`src/hw/rtl/pms_pkg.sv`:
```
// Shared types and constants of the Potts Metropolis step engine.
package pms_pkg;

  localparam int unsigned KIND_W   = 2;
  localparam int unsigned SITE_W   = 4;
  localparam int unsigned BASE_W   = 2;
  localparam int unsigned ENERGY_W = 16;
  localparam int unsigned DRAW_W   = 16;
  localparam int unsigned ITEMP_W  = 16;
  localparam int unsigned CHANGE_W = 21;

  localparam logic [ITEMP_W-1:0] ITEMP_RESET = 16'd1707;

  typedef enum logic [KIND_W-1:0] {
    KIND_FIELD    = 2'd0,
    KIND_COUPLING = 2'd1,
    KIND_CHAIN    = 2'd2,
    KIND_PROPOSE  = 2'd3
  } kind_e;

  // Controller to datapath.
  typedef struct packed {
    logic in_fire;      // input transfer this cycle
    logic read_old;     // chain read at the proposed site
    logic check;        // latch old base, clear sum, read fields, restart walk
    logic issue_chain;  // walk step: chain read at the walk index
    logic sat_load;     // register clamped energy change
    logic mul_load;     // register change * inverse temperature
    logic lut_load;     // register exp table lookup
    logic out_load;     // load result register, commit chain on accept
  } dp_cmd_t;

  // Datapath to controller.
  typedef struct packed {
    logic propose_ok;   // input is a proposal with in-range site and base
    logic same;         // proposed base equals current base
    logic walk_last;    // walk index at the last site
  } dp_status_t;

endpackage

```
`src/hw/rtl/pms_ctrl.sv`:
```
// Sequencer of the Potts Metropolis step engine.
module pms_ctrl
  import pms_pkg::*;
(
  input  logic       clk_i,
  input  logic       rst_ni,
  input  logic       in_valid_i,
  output logic       in_ready_o,
  output logic       out_valid_o,
  input  logic       out_ready_i,
  output dp_cmd_t    cmd_o,
  input  dp_status_t status_i
);

  typedef enum logic [3:0] {
    ST_IDLE,
    ST_OLD,
    ST_CHECK,
    ST_WALK,
    ST_DRAIN1,
    ST_DRAIN2,
    ST_SAT,
    ST_MUL,
    ST_LUT,
    ST_DEC
  } state_e;

  state_e state_q, state_d;
  logic   out_valid_q, out_valid_d;
  logic   in_fire;
  logic   slot_free;

  assign in_ready_o  = (state_q == ST_IDLE);
  assign in_fire     = in_valid_i && in_ready_o;
  assign slot_free   = !out_valid_q || out_ready_i;
  assign out_valid_o = out_valid_q;

  always_comb begin
    state_d = state_q;
    cmd_o   = '0;
    cmd_o.in_fire = in_fire;
    case (state_q)
      ST_IDLE: begin
        if (in_fire && status_i.propose_ok) state_d = ST_OLD;
      end
      ST_OLD: begin
        cmd_o.read_old = 1'b1;
        state_d = ST_CHECK;
      end
      ST_CHECK: begin
        cmd_o.check = 1'b1;
        state_d = status_i.same ? ST_DEC : ST_WALK;
      end
      ST_WALK: begin
        cmd_o.issue_chain = 1'b1;
        if (status_i.walk_last) state_d = ST_DRAIN1;
      end
      ST_DRAIN1: state_d = ST_DRAIN2;
      ST_DRAIN2: state_d = ST_SAT;
      ST_SAT: begin
        cmd_o.sat_load = 1'b1;
        state_d = ST_MUL;
      end
      ST_MUL: begin
        cmd_o.mul_load = 1'b1;
        state_d = ST_LUT;
      end
      ST_LUT: begin
        cmd_o.lut_load = 1'b1;
        state_d = ST_DEC;
      end
      ST_DEC: begin
        if (slot_free) begin
          cmd_o.out_load = 1'b1;
          state_d = ST_IDLE;
        end
      end
      default: state_d = ST_IDLE;
    endcase
  end

  always_comb begin
    if (cmd_o.out_load) begin
      out_valid_d = 1'b1;
    end else if (out_ready_i) begin
      out_valid_d = 1'b0;
    end else begin
      out_valid_d = out_valid_q;
    end
  end

  always_ff @(posedge clk_i or negedge rst_ni) begin
    if (!rst_ni) begin
      state_q     <= ST_IDLE;
      out_valid_q <= 1'b0;
    end else begin
      state_q     <= state_d;
      out_valid_q <= out_valid_d;
    end
  end

endmodule

```
`config.mk`:
```
export PLATFORM = sky130hd
export DESIGN_NAME = pms_ctrl
export DESIGN_NICKNAME = d
export VERILOG_FILES = /design/src/hw/rtl/pms_pkg.sv /design/src/hw/rtl/pms_ctrl.sv
export SDC_FILE = /design/constraint.sdc
export NUM_CORES = 1
export LEC_CHECK = 0
export CELL_PAD_IN_SITES_DETAIL_PLACEMENT = 1
export CELL_PAD_IN_SITES_GLOBAL_PLACEMENT = 2
export CORE_AREA = 2 2 39 41
export CTS_CLUSTER_SIZE = 16
export DETAILED_ROUTE_END_ITERATION = 10
export DIE_AREA = 0 0 41 43
export DONT_BUFFER_PORTS = 1
export MAX_ROUTING_LAYER = met4
export PLACE_DENSITY = 0.73
export REMOVE_ABC_BUFFERS = 1
export SKIP_CTS_REPAIR_TIMING = 1
export SYNTH_ARGS = -nofsm -noshare
export SYNTH_HDL_FRONTEND = slang
export SYNTH_SLANG_ARGS = --single-unit
```
`constraint.sdc`:
```
create_clock -name clk_i -period 1.65 [get_ports clk_i]
set_input_delay 0.0825 -clock clk_i [delete_from_list [all_inputs] [get_ports clk_i]]
set_output_delay 0.0825 -clock clk_i [all_outputs]
set_load 0.005 [all_outputs]
```
Word level (Yosys, flattened, before mapping)

Cells that the tools add are included.

Muxes and demuxes: 15
Eq/ne operators: 12
Reduce and logical (&&, ||, !) cells: 7

Operators with widths:

| cell               | count |
|---|---|
| $pmux 4 s10        | 1 |
| $eq 4x3->1 const B | 4 |
| $mux 4             | 4 |
| $mux 1             | 10 |
| $eq 4x2->1 const B | 2 |
| $eq 4x4->1 const B | 2 |
| $eq 4x1->1 const B | 1 |
| $logic_not 4->1    | 1 |
| $ne 2x2->1 const B | 2 |
| $reduce_and 3->1   | 1 |
| $logic_and 1x1->1  | 2 |
| $ne 2x1->1 const B | 1 |
| $reduce_bool 2->1  | 1 |
| $logic_not 1->1    | 1 |
| $logic_or 1x1->1   | 1 |

Bits in registers: 5
Output and inout bits: 10
Logic and storage cells: 36

Depth between registers and ports, before layout

Depth after elaboration: 5
Depth in mapped cells: 5
Depth with buffers taken out: 3

Least setup slack after synthesis

OpenSTA, ideal clock, no wires.

Path type: flip-flop to output port
Start point: register state_q[2]
End point: output cmd_o[7] (netlist name)
Setup slack: 370 ps
Arrival time: 1198 ps
Buffers on the path: 2
Cell stages (with the launch flop): 6
Cells stage by stage: dfrtp_1 > buf_4 > or2_2 > nor3_4 > and2_1 > buf_4

Word-level cells in the longest chain between the ends: 2

Ends and longest elaborated chain:

| what                   | line           | source |
|---|---|---|
| from (decl)            | pms_ctrl.sv:28 | `state_e state_q, state_d;` |
| from (signal assigned) | pms_ctrl.sv:97 | `state_q <= state_d;` |
| $logic_not 4->1        | pms_ctrl.sv:33 | `assign in_ready_o = (state_q == ST_IDLE);` |
| named net in_ready_o   | pms_ctrl.sv:8  | `output logic in_ready_o,` |
| $logic_and 1x1->1      | pms_ctrl.sv:34 | `assign in_fire = in_valid_i && in_ready_o;` |
| to (decl)              | pms_ctrl.sv:11 | `output dp_cmd_t cmd_o,` |

The timed path passes the listed nets, and every way through them passes these cells.

==> flow_metrics.py <==
metrics = {
    "worst_setup_path": {
        "timing.critical_path.to_type": "primary output",
        "crit_type": "reg -> out",
        "worst_setup_path_startpoint": "state_q[3]$_DFFE_PN0P_",
        "timing.rr.end": "state_q[3]$_DFFE_PN0P_",
        "timing.critical_path.to": "cmd_o[7]",
        "critPathMaxStageDelay_ps": 460,
        "critical_path.max_fanout": 9,
        "path_buf_inv": 0,
        "crit_cells": 3,
        "critical_path.startpoint_type": "flip-flop",
        "r2r_slack_ps": 320,
        "crit-reg2reg-launch": "state_q[0]$_DFFE_PN0P_",
        "slowest_stage": "sky130_fd_sc_hd__dfrtp_1",
        "cp_top_family": "simple AND/OR/NAND/NOR gates",
        "worst_ep_required_time_ps": 1570,
        "crit_chain": "or2_2 -> nor3_4 -> and2_1",
        "data_arrival_at_the_endpoint_of_the_critical_path_ps": 1400,
        "worst_r2r_path_depth": 3,
    },
    "route": {
        "drt_first_iter_violations": 6,
        "wl_per_cell_um": 13.8,
        "vias_per_cell": 4.98,
        "dr_total_vias": 299,
        "routed_wire_length_um": 828,
        "drt-pass1-iter-count": 4,
        "postRouteAntennaNets": 0,
        "drt_drc_violations_left": 0,
    },
    "clock_tree": {
        "root_buffer": "sky130_fd_sc_hd__clkbuf_4",
        "clk_transition_reported_paths_ps": 50,
        "cts_made_buffers": 3,
        "tritoncts_num_sinks": 5,
        "cts_tree": "yes",
        "clk_latency_ps": 240,
        "clk_path_buf_depth": 2,
        "htree_levels": 1,
    },
    "power_and_ir_drop": {
        "worst_ir_drop_vdd_uv": 526,
        "total_leakage_power_nw": 0.165,
        "power_uw": 748,
        "power_per_cell_area_nw_per_um2": 1830,
    },
    "yosys": {
        "synthesis.instances": 45,
        "synth_async_sr_flop_share_pct": 100,
        "post_synthesis_sequential_area_ratio_pct": 31.3,
        "post_synth.cell_area_avg_um2": 8.90,
        "synthTopCellsByArea": "sky130_fd_sc_hd__dfrtp_1 31%, sky130_fd_sc_hd__nor3_4 8.1%, sky130_fd_sc_hd__buf_4 5.6%",
        "yosysTopAreaCell": "sky130_fd_sc_hd__dfrtp_1",
        "yosys-top-cells-count": "6 x sky130_fd_sc_hd__nor2_1, 5 x sky130_fd_sc_hd__dfrtp_1, 4 x sky130_fd_sc_hd__nand2_1",
        "ys.warnings.count": 0,
        "synth_cell_type_count": 24,
        "synth_largest_type_area_fraction_pct": 31.3,
        "post_synth_instance_area_um2": 400,
        "post-synth-top-count-cell": "sky130_fd_sc_hd__nor2_1",
        "synth_top_flop_cell": "sky130_fd_sc_hd__dfrtp_1",
        "ys_ff_latch": 5,
        "number_of_enable_flip_flop_cells_after_synthesis": 0,
    },
    "die": {
        "chipHeight_um": 43,
        "pin_count": 17,
        "placement_rows": 14,
        "initial_utilization_pct": 28.9,
        "horizontal_die_dimension_um": 41,
        "die_outline_area_um2": 1760,
        "design.core.area_um2": 1380,
    },
    "final_layout": {
        "final_cell_area_um2": 408,
        "finish.net_count": 52,
        "diodes": 0,
        "post_route_cells_drive_above_1_share_pct": 18.2,
        "area_growth_pct": 1.87,
    },
    "sta": {
        "tns_ps": 0,
        "report.final.slew_viol_count": 0,
        "final-setup-viol-count": 0,
        "actual_transition_at_the_worst_max_transition_pin_ps": 433,
        "period_share_pct": 89.7,
        "timing.final.hold_violations": 0,
        "relative_max_transition_margin_pct": 71.1,
        "skew_ps": 6.52,
        "hold_ws_ps": 4.82,
        "final_period_minus_worst_setup_slack_ps": 1480,
        "rsz0062_at_grt": "false",
        "timing.fmax_mhz": 676,
    },
    "global_routing": {
        "grt.overflow.total": 0,
        "grt_pass1_vias": 283,
        "grt_use_total_pct": 11.3,
        "grt_pass1_wl_um": 1220,
        "pin_count_of_the_biggest_net_entering_global_routing": 12,
        "antenna_found_initial": 0,
    },
    "placed_design": {
        "dpl_cell_area_um2": 370,
        "gp_congestion": 0.641,
        "dp_hpwl_um": 626,
        "buffer_ports.inserted": 0,
    },
    "run": {
        "drv.max_cap_violation_count": 0,
    },
    "worst_hold_path": {
        "tightest_hold_check_type": "in -> reg",
    },
    "run_status": {
        "run_status": "completed",
    },
}
## worst register-to-register path, delay by kind of cell, from the launching register on
kind	cells	cell delay (ps)
AO/OA/AOI/OAI	2	300
flip-flops	1	520
AND/OR/NAND/NOR	1	450
## power breakdown
| group | leakage [nW] | total (mW) | switching [mW] | internal [mW] |
|---|---|---|---|---|
| logic | 0.0871 | 0.304 | 0.146 | 0.157 |
| clock network | 0.0150 | 0.143 | 0.0511 | 0.0915 |
| registers | 0.0632 | 0.301 | 0.129 | 0.172 |
## area by class of cell
class,instances,area (um^2)
tap,16,20.0
fill,168,976
sequential,5,126
timing repair buffer,1,10.0
inverter,1,3.75
clock buffer,4,26.3
multi-input combinational,33,221
## how the worst min path moves through the flow
stage,start,to,cells past startpoint
after floorplan,rst_ni,out_valid_o$_DFFE_PN0P_,0
after global placement,rst_ni,out_valid_o$_DFFE_PN0P_,0
after detailed placement,rst_ni,out_valid_o$_DFFE_PN0P_,0
after CTS,rst_ni,state_q[0]$_DFFE_PN0P_,0
after global routing,status_i[0],state_q[2]$_DFFE_PN0P_,2
final,status_i[0],state_q[2]$_DFFE_PN0P_,2
## metrics by stage
| step | util (%) | cells | setup WS, ps |
|---|---|---|---|
| after floorplan | - | 39 | 451 |
| after global placement | 26.8 | 55 | 327 |
| after detailed placement | 26.8 | 55 | 321 |
| after CTS | 28.7 | 59 | 110 |
| after global routing | 29.5 | 60 | 30.5 |
| final | 29.5 | 60 | 170 |
## cells by family (layout without fill, tap and decap cells)
group,count (synthesis),count (layout),synth area share [%]
AOI/OAI and AO/OA,7,7,12.5
buffers and inverters,7,6,13.4
DFF,5,5,31.3
muxes,1,1,2.50
and+or+nand+nor,25,25,40.3
## per-layer routing
| layer | track usage, % | part of all wire [%] |
|---|---|---|
| met1 | 12.2 | 43 |
| met2 | 16.9 | 49 |
| met3 | 7.85 | 8.2 |
| met4 | 2.00 | 0 |
| met5 | - | 0 |
## layout by cell type, fill, tap and decap left out
cell,count
sky130_fd_sc_hd__nor2_1,6
sky130_fd_sc_hd__nand2_1,4
sky130_fd_sc_hd__dfrtp_1,4
sky130_fd_sc_hd__nand2b_1,3
sky130_fd_sc_hd__clkbuf_4,3
sky130_fd_sc_hd__nor3_1,2
sky130_fd_sc_hd__nor3_4,2
sky130_fd_sc_hd__nor2b_1,2
sky130_fd_sc_hd__a21oi_1,2
sky130_fd_sc_hd__nor4b_1,1
sky130_fd_sc_hd__or2_2,1
sky130_fd_sc_hd__inv_1,1
sky130_fd_sc_hd__and2_1,1
sky130_fd_sc_hd__nand4bb_1,1
sky130_fd_sc_hd__mux2i_1,1
sky130_fd_sc_hd__a211o_1,1
sky130_fd_sc_hd__nand4b_1,1
sky130_fd_sc_hd__o21ai_0,1
sky130_fd_sc_hd__a2bb2oi_1,1
sky130_fd_sc_hd__or3b_1,1
sky130_fd_sc_hd__a21boi_1,1
sky130_fd_sc_hd__o22a_2,1
sky130_fd_sc_hd__clkbuf_1,1
sky130_fd_sc_hd__dlygate4sd3_1,1
sky130_fd_sc_hd__dfrtp_2,1
## registers in the layout (all words and copies together), names as in the netlist
name,flops
state_q,4
out_valid_o,1
Power figures use the tool's default switching activity.
